$ cat config.mk
export PLATFORM = sky130hd
export DESIGN_NAME = task_phase_sequencer_core
export DESIGN_NICKNAME = d
export VERILOG_FILES = /design/src/sv/tps_pkg.sv /design/src/sv/tps_entry_ram.sv /design/src/sv/task_phase_sequencer_core.sv
export SDC_FILE = /design/constraint.sdc
export NUM_CORES = 1
export LEC_CHECK = 0
export BUFFER_PORTS_ARGS = -buffer_cell sky130_fd_sc_hd__buf_2
export CAP_MARGIN = 20
export CORE_AREA = 2 2 193 148
export DETAILED_ROUTE_END_ITERATION = 8
export DIE_AREA = 0 0 195 150
export GPL_ROUTABILITY_DRIVEN = 0
export GPL_TIMING_DRIVEN = 0
export PLACE_DENSITY_LB_ADDON = 0.2
export SETUP_SLACK_MARGIN = 0.2
export SLEW_MARGIN = 20
export SYNTH_ARGS = -nofsm -noshare
export SYNTH_HDL_FRONTEND = slang
export SYNTH_SLANG_ARGS = --single-unit
$ cat constraint.sdc
create_clock -name clk -period 3.93 [get_ports clk]
set_input_delay 0.393 -clock clk [delete_from_list [all_inputs] [get_ports clk]]
set_output_delay 0.393 -clock clk [all_outputs]
set_load 0.01 [all_outputs]
$ cat src/sv/tps_pkg.sv
// Package: sizes, codes and word types for the task phase sequencer.
`timescale 1ns / 1ps

package tps_pkg;

	// Table and timer sizes
	localparam int STATE_COUNT = 16;
	localparam int TIMER_BITS  = 32;
	localparam int IDX_W       = (STATE_COUNT > 1) ? $clog2(STATE_COUNT) : 1;
	localparam int TOUT_W      = 16;
	// Compare width that holds any 8-bit index and STATE_COUNT itself
	localparam int CMP_W       = 9;

	// Action codes
	localparam logic [3:0] ACT_RUN     = 4'd0;
	localparam logic [3:0] ACT_TICK    = 4'd1;
	localparam logic [3:0] ACT_SETNEXT = 4'd2;
	localparam logic [3:0] ACT_ADVANCE = 4'd3;
	localparam logic [3:0] ACT_RESTART = 4'd4;
	localparam logic [3:0] ACT_STOP    = 4'd5;
	localparam logic [3:0] ACT_END     = 4'd6;
	localparam logic [3:0] ACT_ATTACH  = 4'd7;
	localparam logic [3:0] ACT_DELETE  = 4'd8;

	// Hook codes
	localparam logic [1:0] HOOK_NONE  = 2'd0;
	localparam logic [1:0] HOOK_START = 2'd1;
	localparam logic [1:0] HOOK_RUN   = 2'd2;
	localparam logic [1:0] HOOK_END   = 2'd3;

	// Reset value of the timeout target register: no redirect
	localparam logic [4:0] TARGET_NONE = 5'd16;

	typedef enum logic [2:0] {
		PH_STANDBY   = 3'd0,
		PH_INIT      = 3'd1,
		PH_RUNNING   = 3'd2,
		PH_FINISHING = 3'd3,
		PH_FINISHED  = 3'd4
	} phase_t;

	typedef struct packed {
		logic [3:0]  action;
		logic [7:0]  target_index;
		logic [15:0] timeout_value;
	} in_word_t;

	typedef struct packed {
		logic [1:0] hook_fired;
		logic [3:0] current_index;
		logic [2:0] phase_now;
		logic       timed_out;
		logic       state_corrupt;
	} out_word_t;

endpackage

$ cat src/sv/tps_entry_ram.sv
// Generic single-port-write, single-port-read RAM with registered read data.
`timescale 1ns / 1ps

module tps_entry_ram #(
	parameter int DEPTH = 16,
	parameter int WIDTH = 16,
	parameter int AW    = (DEPTH > 1) ? $clog2(DEPTH) : 1
) (
	input  logic             clk,
	input  logic             we,
	input  logic [AW-1:0]    waddr,
	input  logic [WIDTH-1:0] wdata,
	input  logic             re,
	input  logic [AW-1:0]    raddr,
	output logic [WIDTH-1:0] rdata
);

	logic [WIDTH-1:0] mem [DEPTH];

	// Write port
	always_ff @(posedge clk) begin
		if (we) begin
			mem[waddr] <= wdata;
		end
	end

	// Read port, registered, holds when not enabled
	always_ff @(posedge clk) begin
		if (re) begin
			rdata <= mem[raddr];
		end
	end

endmodule

$ cat src/sv/task_phase_sequencer_core.sv
// Top level: task phase sequencer with per-state timeout table in RAM.
//
// Channel  Dir  Handshake            Word
// -------  ---  -------------------  ----------------------------
// in       in   in_valid/in_ready    tps_pkg::in_word_t  (action)
// out      out  out_valid/out_ready  tps_pkg::out_word_t (result)
// cfg      in   cfg_valid/cfg_ready  timeout_target, 5 bits
//
// On accept (S_IDLE) the entry RAM reads the timeout of the entry that a run
// step would make active; in S_EXEC the update is applied and the output
// register loaded. A stalled output holds S_EXEC.
// Valid marks live in flip-flops cleared by arst_n; no clearing pass.
// One word is in flight at a time, so RAM write and read never overlap.
`timescale 1ns / 1ps

module task_phase_sequencer_core (
	input  logic                clk,
	input  logic                arst_n,
	input  logic                in_valid,
	output logic                in_ready,
	input  tps_pkg::in_word_t   in_data,
	output logic                out_valid,
	input  logic                out_ready,
	output tps_pkg::out_word_t  out_data,
	input  logic                cfg_valid,
	output logic                cfg_ready,
	input  logic [4:0]          cfg_data
);

	localparam int IW = tps_pkg::IDX_W;
	localparam int CW = tps_pkg::CMP_W;
	localparam int TB = tps_pkg::TIMER_BITS;

	typedef enum logic {S_IDLE, S_EXEC} seq_state_t;

	seq_state_t               state_q;
	tps_pkg::in_word_t        item_q;
	tps_pkg::phase_t          phase_q;
	logic [IW-1:0]            active_q;
	logic [IW-1:0]            req_q;
	logic [TB-1:0]            elapsed_q;
	logic [4:0]               target_q;
	logic [tps_pkg::STATE_COUNT-1:0] valid_q;
	logic                     out_valid_q;
	tps_pkg::out_word_t       out_q;

	logic                     in_fire;
	logic                     fin;
	logic [IW-1:0]            chg_act;
	tps_pkg::phase_t          chg_ph;
	logic [tps_pkg::TOUT_W-1:0] lim_rd;

	tps_pkg::phase_t          ph_n;
	logic [IW-1:0]            act_n;
	logic [IW-1:0]            req_n;
	logic [TB-1:0]            el_n;
	logic [1:0]               hook_n;
	logic                     tout_n;
	logic                     corrupt_n;
	logic                     sn_en;
	logic [IW-1:0]            sn_idx;
	logic                     idx_ok;
	logic                     tgt_ok;
	logic [IW:0]              adv_sum;
	logic                     ram_we;

	assign in_ready  = (state_q == S_IDLE);
	assign in_fire   = in_valid && in_ready;
	assign fin       = (state_q == S_EXEC) && (!out_valid_q || out_ready);
	assign cfg_ready = 1'b1;
	assign out_valid = out_valid_q;
	assign out_data  = out_q;

	// Pending state change as a run step would apply it
	always_comb begin
		chg_act = active_q;
		chg_ph  = phase_q;
		if (req_q != active_q) begin
			if (phase_q == tps_pkg::PH_STANDBY || phase_q == tps_pkg::PH_FINISHED) begin
				chg_act = req_q;
				chg_ph  = tps_pkg::PH_INIT;
			end else if (phase_q == tps_pkg::PH_RUNNING) begin
				chg_ph = tps_pkg::PH_FINISHING;
			end
		end
	end

	// Range checks
	assign idx_ok  = CW'(item_q.target_index) < CW'(tps_pkg::STATE_COUNT);
	assign tgt_ok  = CW'(target_q) < CW'(tps_pkg::STATE_COUNT);
	assign adv_sum = {1'b0, active_q} + (IW+1)'(1);
	assign ram_we  = fin && (item_q.action == tps_pkg::ACT_ATTACH) && idx_ok;

	// Entry timeout table
	tps_entry_ram #(
		.DEPTH (tps_pkg::STATE_COUNT),
		.WIDTH (tps_pkg::TOUT_W),
		.AW    (IW)
	) u_entry_ram (
		.clk   (clk),
		.we    (ram_we),
		.waddr (IW'(item_q.target_index)),
		.wdata (item_q.timeout_value),
		.re    (in_fire),
		.raddr (chg_act),
		.rdata (lim_rd)
	);

	// Item update
	always_comb begin
		ph_n      = phase_q;
		act_n     = active_q;
		req_n     = req_q;
		el_n      = elapsed_q;
		hook_n    = tps_pkg::HOOK_NONE;
		tout_n    = 1'b0;
		corrupt_n = 1'b0;
		sn_en     = 1'b0;
		sn_idx    = IW'(item_q.target_index);
		unique case (item_q.action)
			tps_pkg::ACT_RUN: begin
				act_n = chg_act;
				ph_n  = chg_ph;
				if (valid_q[chg_act]) begin
					unique case (chg_ph)
						tps_pkg::PH_INIT: begin
							hook_n = tps_pkg::HOOK_START;
							el_n   = '0;
							ph_n   = tps_pkg::PH_RUNNING;
						end
						tps_pkg::PH_RUNNING: begin
							hook_n = tps_pkg::HOOK_RUN;
							if (lim_rd != '0 && elapsed_q >= TB'(lim_rd)) begin
								tout_n = 1'b1;
								if (tgt_ok) begin
									sn_en  = 1'b1;
									sn_idx = IW'(target_q);
									el_n   = '0;
								end
							end
						end
						tps_pkg::PH_FINISHING: begin
							hook_n = tps_pkg::HOOK_END;
							ph_n   = tps_pkg::PH_FINISHED;
						end
						tps_pkg::PH_FINISHED: begin
							if (chg_act == req_q) begin
								ph_n = tps_pkg::PH_STANDBY;
							end
						end
						default: begin
						end
					endcase
				end else begin
					corrupt_n = 1'b1;
				end
			end
			tps_pkg::ACT_TICK: begin
				if (elapsed_q != '1) begin
					el_n = elapsed_q + TB'(1);
				end
			end
			tps_pkg::ACT_SETNEXT: begin
				sn_en = idx_ok;
			end
			tps_pkg::ACT_ADVANCE: begin
				sn_en  = adv_sum < (IW+1)'(tps_pkg::STATE_COUNT);
				sn_idx = adv_sum[IW-1:0];
			end
			tps_pkg::ACT_RESTART: ph_n = tps_pkg::PH_INIT;
			tps_pkg::ACT_STOP:    ph_n = tps_pkg::PH_STANDBY;
			tps_pkg::ACT_END:     ph_n = tps_pkg::PH_FINISHING;
			default: begin
			end
		endcase
		// Next-state request
		if (sn_en) begin
			req_n = sn_idx;
			if (sn_idx == act_n) begin
				if (ph_n == tps_pkg::PH_STANDBY) begin
					ph_n = tps_pkg::PH_INIT;
				end else if (ph_n == tps_pkg::PH_RUNNING) begin
					ph_n = tps_pkg::PH_FINISHING;
				end
			end
		end
	end

	// Item capture
	always_ff @(posedge clk) begin
		if (in_fire) begin
			item_q <= in_data;
		end
	end

	// Sequencer, state registers and output register
	always_ff @(posedge clk or negedge arst_n) begin
		if (!arst_n) begin
			state_q     <= S_IDLE;
			phase_q     <= tps_pkg::PH_STANDBY;
			active_q    <= '0;
			req_q       <= '0;
			elapsed_q   <= '0;
			target_q    <= tps_pkg::TARGET_NONE;
			valid_q     <= '0;
			out_valid_q <= 1'b0;
			out_q       <= '0;
		end else begin
			if (cfg_valid && cfg_ready) begin
				target_q <= cfg_data;
			end
			// a new result reloads the output register in the same cycle
			if (out_valid_q && out_ready && !fin) begin
				out_valid_q <= 1'b0;
			end
			unique case (state_q)
				S_IDLE: begin
					if (in_fire) begin
						state_q <= S_EXEC;
					end
				end
				S_EXEC: begin
					if (fin) begin
						state_q   <= S_IDLE;
						phase_q   <= ph_n;
						active_q  <= act_n;
						req_q     <= req_n;
						elapsed_q <= el_n;
						if (idx_ok && item_q.action == tps_pkg::ACT_ATTACH) begin
							valid_q[IW'(item_q.target_index)] <= 1'b1;
						end
						if (idx_ok && item_q.action == tps_pkg::ACT_DELETE) begin
							valid_q[IW'(item_q.target_index)] <= 1'b0;
						end
						out_valid_q         <= 1'b1;
						out_q.hook_fired    <= hook_n;
						out_q.current_index <= 4'(act_n);
						out_q.phase_now     <= ph_n;
						out_q.timed_out     <= tout_n;
						out_q.state_corrupt <= corrupt_n;
					end
				end
				default: state_q <= S_IDLE;
			endcase
		end
	end

	// Checks
	a_accept_exec: assert property (@(posedge clk) disable iff (!arst_n)
		in_fire |=> (state_q == S_EXEC))
		else $error("accepted word did not enter execute");

	a_corrupt_no_hook: assert property (@(posedge clk) disable iff (!arst_n)
		(out_valid_q && out_q.state_corrupt) |->
		(out_q.hook_fired == tps_pkg::HOOK_NONE && !out_q.timed_out))
		else $error("invalid state reported together with a hook");

	a_timeout_run: assert property (@(posedge clk) disable iff (!arst_n)
		(out_valid_q && out_q.timed_out) |-> (out_q.hook_fired == tps_pkg::HOOK_RUN))
		else $error("timeout reported outside a run hook");

	a_result_after_exec: assert property (@(posedge clk) disable iff (!arst_n)
		$rose(out_valid_q) |-> $past(state_q == S_EXEC))
		else $error("result appeared without an executed word");

endmodule
Word-level counts from Yosys, hierarchy flattened
Memory sizes are Yosys's and may differ from the RTL's. A register that Yosys moved wholly into a read port is not among the register bits.
Index checks and enable logic that the tools add are counted.

word-level totals
  register bits = 98
  bits in writable memories = 256
  bits of input ports = 38
  output and inout bits = 14
  logic and storage cells = 129
  memories = 1

cells by class
  $add $sub $neg = 2
  $lt $le $gt $ge = 7
  equal/unequal tests = 24
  mux-type cells = 55
  bitwise operators = 4
  reductions and logical operators = 22

memories
  name             words  width  rd ports  clocked after memory_dff  wr ports  RTL line             text
  u_entry_ram.mem  16     16     1         1                         1         tps_entry_ram.sv:18  logic [WIDTH-1:0] mem [DEPTH];

operators by type and width
  cell                                                 number
  two-way mux 32 bit                                   4
  case mux 32 bit (2 select lines)                     2
  two-way mux 16 bit                                   4
  adder 32 x 1 -> 32 bit, second input constant        1
  >= comparator 32 x 16 -> 1 bit                       1
  inequality test 32 bit, second input constant        1
  two-way mux 4 bit                                    7
  two-way mux 3 bit                                    9
  two-way mux 1 bit                                    19
  AND 16 bit                                           1
  equality test 4 x 3 -> 1 bit, second input constant  4
  NOT 16 bit                                           1
  bitwise OR 16 bit                                    1
  nonzero test 16 bit                                  1
  equality test 3 x 2 -> 1 bit, second input constant  4
  case mux 3 bit (4 select lines)                      1
  logical AND 1 bit                                    10
  < comparator 4 x 5 -> 1 bit, second input constant   2
  < comparator 5 bit, second input constant            2
  case mux 3 bit (3 select lines)                      1
  equality test 4 x 2 -> 1 bit, second input constant  2
  equality test 4 bit                                  2
  < comparator 8 x 5 -> 1 bit, second input constant   1
  case mux 4 bit (2 select lines)                      1
  other kinds (25)                                     32

Logic depth before layout (Yosys ltp)
  depth after elaboration = 14
  gate-level depth with buffers = 12
  gate-level depth less buffers = 11

Cells and area by module
A second synthesis with hierarchy kept.

unflattened totals
  cells, all modules = 1014
  area total of the unflattened synthesis = 15743.8 um^2

by module, submodules not included
  module                     instances  cells an instance  area an instance (um^2)  sequential area each (um^2)
  tps_entry_ram              1          432                10202.3                  8167.8
  task_phase_sequencer_core  1          582                5541.6                   2593.7

Worst setup path after synthesis
OpenSTA, ideal clock, no wires.

  path type = flip-flop to flip-flop
  start point = register elapsed_q[0]
  end point = register out_q, in the netlist out_data[2]
  library setup time = 0.080 ns
  data arrival time = 3.017 ns
  required time = 3.850 ns
  setup slack = 0.833 ns
  stages on the path, launching flop included = 12
  path buffers = 0
  clock period less this slack = 3.097 ns
  cells stage by stage = dfrtp_1 > inv_1 > ha_1 > nand2b_1 > a2111oi_0 > a2111oi_0 > nor4b_1 > nor2_1 > and3_1 > or4_1 > a221o_1 > o211ai_2

between the ends
  cells in the longest elaborated chain, start to end = 9
  elaborated cells between the ends (all ways) = 13
  those cells by class = order compare (1); eq/ne (1); mux (10); reduce/logical (1)

ends and longest elaborated chain
  what                              RTL line                          text
  start: declaration                task_phase_sequencer_core.sv:41   logic [TB-1:0] elapsed_q;
  start signal: assignment          task_phase_sequencer_core.sv:228  elapsed_q <= el_n;
  >= comparator 32 x 16 -> 1 bit *  task_phase_sequencer_core.sv:133  if (lim_rd != '0 && elapsed_q >= TB'(lim_rd)) begin
  logical AND 1 bit *               task_phase_sequencer_core.sv:133
  two-way mux 4 bit                 task_phase_sequencer_core.sv:133
  two-way mux 4 bit                 task_phase_sequencer_core.sv:125  unique case (chg_ph)
  two-way mux 4 bit                 task_phase_sequencer_core.sv:124  if (valid_q[chg_act]) begin
  case mux 4 bit (2 select lines)   task_phase_sequencer_core.sv:120  unique case (item_q.action)
  equality test 4 bit               task_phase_sequencer_core.sv:179  if (sn_idx == act_n) begin
  two-way mux 3 bit                 task_phase_sequencer_core.sv:179
  two-way mux 3 bit *               task_phase_sequencer_core.sv:177  if (sn_en) begin
  end: declaration                  task_phase_sequencer_core.sv:45   tps_pkg::out_word_t out_q;

Every way passes the cells marked *; elsewhere a longest branch is shown, timed or not.
A chain may end at the register's enable or synchronous reset.

==> impl.org <==
** Run status
- The run finished with clean final reports.

** Pwr
- Dividing total power by cell area gives a power density of 596 mW/mm^2.
- The share of total power dissipated in combinational logic is 0.231.
- Largest voltage drop on the vdd net :: 0.401 mV
- Internal Power :: 7.49 mW
- Sw Ratio :: 0.295
- Part of the power in registers :: 0.443
- Leakage :: 6.28 nW
- Of the total power, the clock network draws 0.326.
- Power dissipated by switching net loads :: 3.13 mW

** Critical path
- STA classifies the critical path startpoint as a register.
- Worst Path Required :: 4.15 ns
- Buffers and inverters on the worst path :: 3
- Among all stages on the critical path, the largest delay is contributed by sky130_fd_sc_hd__clkdlybuf4s15_2.
- On the worst path, the slowest cell contributes a delay of 0.54 ns.
- Largest fanout on the critical path :: 10
- Crit path DAT :: 3.83 ns
- By startpoint and endpoint, the worst setup path is classified as reg -> reg.
- CP Cell Sequence :: o21ai_2 -> and2_1 -> buf_2 -> clkdlybuf4s15_2 -> clkbuf_4 -> mux4_2 -> a211oi_1 -> a31oi_1
- The cell family contributing the most delay on the critical path is buffers and inverters.
- STA classifies the critical path endpoint as a register.

** Clock network
- CTS tree :: built
- TritonCTS created 36 clock buffers.
- Clock latency on the worst-skew pair :: 0.54 ns
- The tree is rooted in a sky130_fd_sc_hd__clkbuf_16.
- Buffers added to address setup during post-CTS repair amount to 0.
- H-tree depth reported by CTS :: 2
- Number of buffers between clock root and the deepest sink :: 3
- Number of clock sinks :: 370
- After clock tree synthesis, the clock-pin slew on the worst setup and hold paths is 0.06 ns.

** Layout
- Signed area change from the synthesized netlist to the final layout :: 13.9%
- Util after Layout :: 0.649
- After routing the design area is 0.0178 mm^2.
- Layout net count :: 1175
- 0 antenna diodes ended up in the layout.
- Share of layout cells above drive strength 1 :: 0.214

** Floorplan
- Die area :: 0.0293 mm^2
- The floorplan step defined a core boundary enclosing 0.0275 mm^2.
- Number of placed I/O pins :: 52
- For this configuration, the core starts out at a cell density of 0.570.
- Total number of placement rows :: 53
- Height of the die :: 150 um
- Die span in x :: 195 um

** Global routing
- The number of antenna violations at the first check in global routing was 0.
- Via count of the first global-routing pass :: 9075
- Wire length of the first global-routing pass :: 53.6 mm
- Entering global routing, the biggest net connects 49 pins.
- For this run, the total global-route usage over all layers was measured as 0.248.
- Summed over all layers, the global routing overflow is 0.

** Logic synthesis
- Of the total synthesized cell area, the portion taken by XOR and XNOR cells is 0.0140.
- Of the post-synthesis cell area, the part taken by muxes is 0.0983.
- After synthesis, the share of flip-flops with an asynchronous set or reset is 0.189.
- Of the total synthesized cell area, the portion taken by full adders, half adders and majority gates is 0.0144.
- EDFF count, synth :: 300
- The average instance in the mapped netlist occupies 15.4 um^2.
- Dominant register cell in the synthesized netlist :: sky130_fd_sc_hd__edfxtp_1
- By area, the combinational part of the netlist is dominated by multiplexers.
- Sequential cell area fraction in the yosys report :: 0.688
- Gate count of the mapped netlist :: 1019
- Synthesized-area fraction occupied by and/or/nand/nor cells :: 0.0967
- The synthesized netlist occupies a cell area of 0.0157 mm^2.
- Total number of yosys warnings :: 0
- Synthesis instantiated 68 different standard cells from the library.
- After synthesis the netlist holds a flip-flop and latch count of 370.
- The number of nets in the synthesized netlist is 1075.
- The post-synthesis compound-gate area fraction was 0.0672.

** Detailed routing
- In this run the remaining antenna-violating nets after routing total 0.
- Drt pass-1 iters :: 7
- DR vias/cell :: 6.19
- DRC violation count after routing :: 0
- After detailed routing, the average wire length per cell comes to 23.4 um.
- In this run, the number of DRC markers left after iteration 0 of detailed routing was 921.
- Across all layers, the routed design uses 9298 vias.
- Wire length reported by the detailed router :: 35.1 mm

** STA
- The final-report max-slew violation count came to 0.
- Once routing completed, OpenROAD measured the worst setup slack at 0.327 ns.
- RSZ-0062 raised after global routing :: no
- Between clock sinks in the finished design, the worst skew comes to 0.0198 ns.
- After routing, the total negative slack on setup checks comes to 0 ns.
- For the finished layout, the period the worst path requires is 3.60 ns.
- Slew of the pin with the lowest slew margin :: 1.05 ns
- Tcrit/Tclk final :: 0.917
- Rel. slew slack :: 0.297
- Derived from the worst setup path, the maximum achievable clock frequency is 0.278 GHz.
- The number of endpoints with negative hold slack in the final report was 0.
- Setup violations remaining at the end of the flow were counted as 0.

** Placed design
- Dpl ws :: 0.0194 ns
- Post-detail-place hpwl :: 24.1 mm
- Input and output buffers added on the ports amount to 50.
- The placed instances occupy a cell area of 0.0166 mm^2.

** Job
- Across the run, the number of max-cap violations was 0.

** Worst hold path
- The path class of the tightest hold or removal check is in -> reg.
-- synth_stat cells (all sizes together), types with 3 or more instances --
cell    count  share of area
a31oi      22         0.0088
a21o        7         0.0034
mux2        6         0.0043
and3       12         0.0048
nor2       74          0.018
o21ai      25         0.0090
ha         18          0.014
nor2b       5         0.0020
dfrtp      69           0.11
or3         6         0.0024
mux4       64          0.092
nand2      88          0.022
nor3       10         0.0032
or4         6         0.0031
nand4      12         0.0052
o22a       17         0.0095
nor4b       7         0.0039
edfxtp    300           0.58
o31ai       7         0.0037
buf        17         0.0057
inv        36         0.0086
and2       20         0.0080
a21oi      26         0.0086
xnor2      25          0.014
nand3      23         0.0074
or2         3         0.0012
nand2b      6         0.0024
nor4       21         0.0092
clkbuf     30         0.0072
a211oi     22          0.011
a311o       4         0.0026
mux2i       3         0.0019
-- flip-flops by register name, indices dropped and copies added, names as in the netlist --
signal and flops:
out_data 11, u_entry_ram.rdata 16, out_valid 1, elapsed_q 32, target_q 5, item_q 28, state_q 1, u_entry_ram.mem 256
req_q 4, valid_q 16
-- power groups by stage --
stage / clock (mW) / sequential, mW / combinational [mW]
after detailed placement: 0 / 4.78 / 2.40
after floorplan: 0 / 4.70 / 1.67
after CTS: 3.51 / 4.70 / 2.42
after global placement: 0 / 4.78 / 2.35
after global routing: 3.66 / 4.72 / 2.65
final: 3.46 / 4.70 / 2.45
-- per-layer routing --
metal / GRT usage / vias to the layer above / share of wire
met1: 0.376 / 4642 / 0.44
li1: - / 4164 / -
met3: 0.0548 / 71 / 0.096
met5: 0 / - / 0
met2: 0.367 / 421 / 0.44
met4: 0.0702 / 0 / 0.022
-- worst paths after layout --
path                                        end  cells after the start   startpoint  slack (ns)
min                                  item_q[21]                      1  in_data[21]        0.03
min reg2reg                         out_data[9]                      1  out_data[9]        0.48
max reg2reg                u_entry_ram.rdata[9]                      8  out_data[2]        0.33
max in group asynchronous           target_q[4]                      3       arst_n        3.03
max                        u_entry_ram.rdata[9]                      8  out_data[2]        0.33
min in group asynchronous           valid_q[11]                      2       arst_n        0.31
-- stage by stage --
stage | hold slack (ns) | power (mW) | instances
finish | 0.0291 | 10.6 | 1503
global route | 0.0215 | 11.0 | 1503
CTS | 0.0134 | 10.6 | 1503
detailed placement | 0.323 | 7.18 | 1437
global placement | 0.458 | 7.13 | 1426
floorplan | 0.0974 | 6.37 | 1019
-- layout by cell type (no fill, tap or decap), types with 25 or more instances in the layout --
| cell type | count |
|---|---|
| sky130_fd_sc_hd__edfxtp_1 | 300 |
| sky130_fd_sc_hd__nand2_1 | 87 |
| sky130_fd_sc_hd__dfrtp_1 | 69 |
| sky130_fd_sc_hd__mux4_2 | 64 |
| sky130_fd_sc_hd__buf_2 | 59 |
| sky130_fd_sc_hd__nor2_1 | 57 |
| sky130_fd_sc_hd__inv_1 | 36 |
| sky130_fd_sc_hd__clkbuf_16 | 36 |
| sky130_fd_sc_hd__clkbuf_1 | 28 |
| sky130_fd_sc_hd__xnor2_1 | 25 |
| sky130_fd_sc_hd__a21oi_1 | 25 |
-- cells by family after synthesis --
family	after synthesis
AOI/OAI and AO/OA	148
other	1
and+or+nand+nor	301
xor gates and xnor gates	25
buffers and inverters	83
muxes	73
adders and majority gates	18
DFF	370
-- timing repair --
action | CTS | global route
hold endpoints to repair | 22 | 0
gates resized for setup | 3 | 15
setup endpoints to repair | 24 | 41
hold buffers | 1 | 0
-- area by class of cell --
cell class,count,area [um^2]
plain buffers,47,218
clock buffers,39,932
clock inverters,26,254
fillers,1967,9620
inverters,36,135
multi-input cells,566,4670
flip-flops and latches,370,10800
well taps,357,447
repair buffers,62,415
Power figures use the tool's default switching activity.
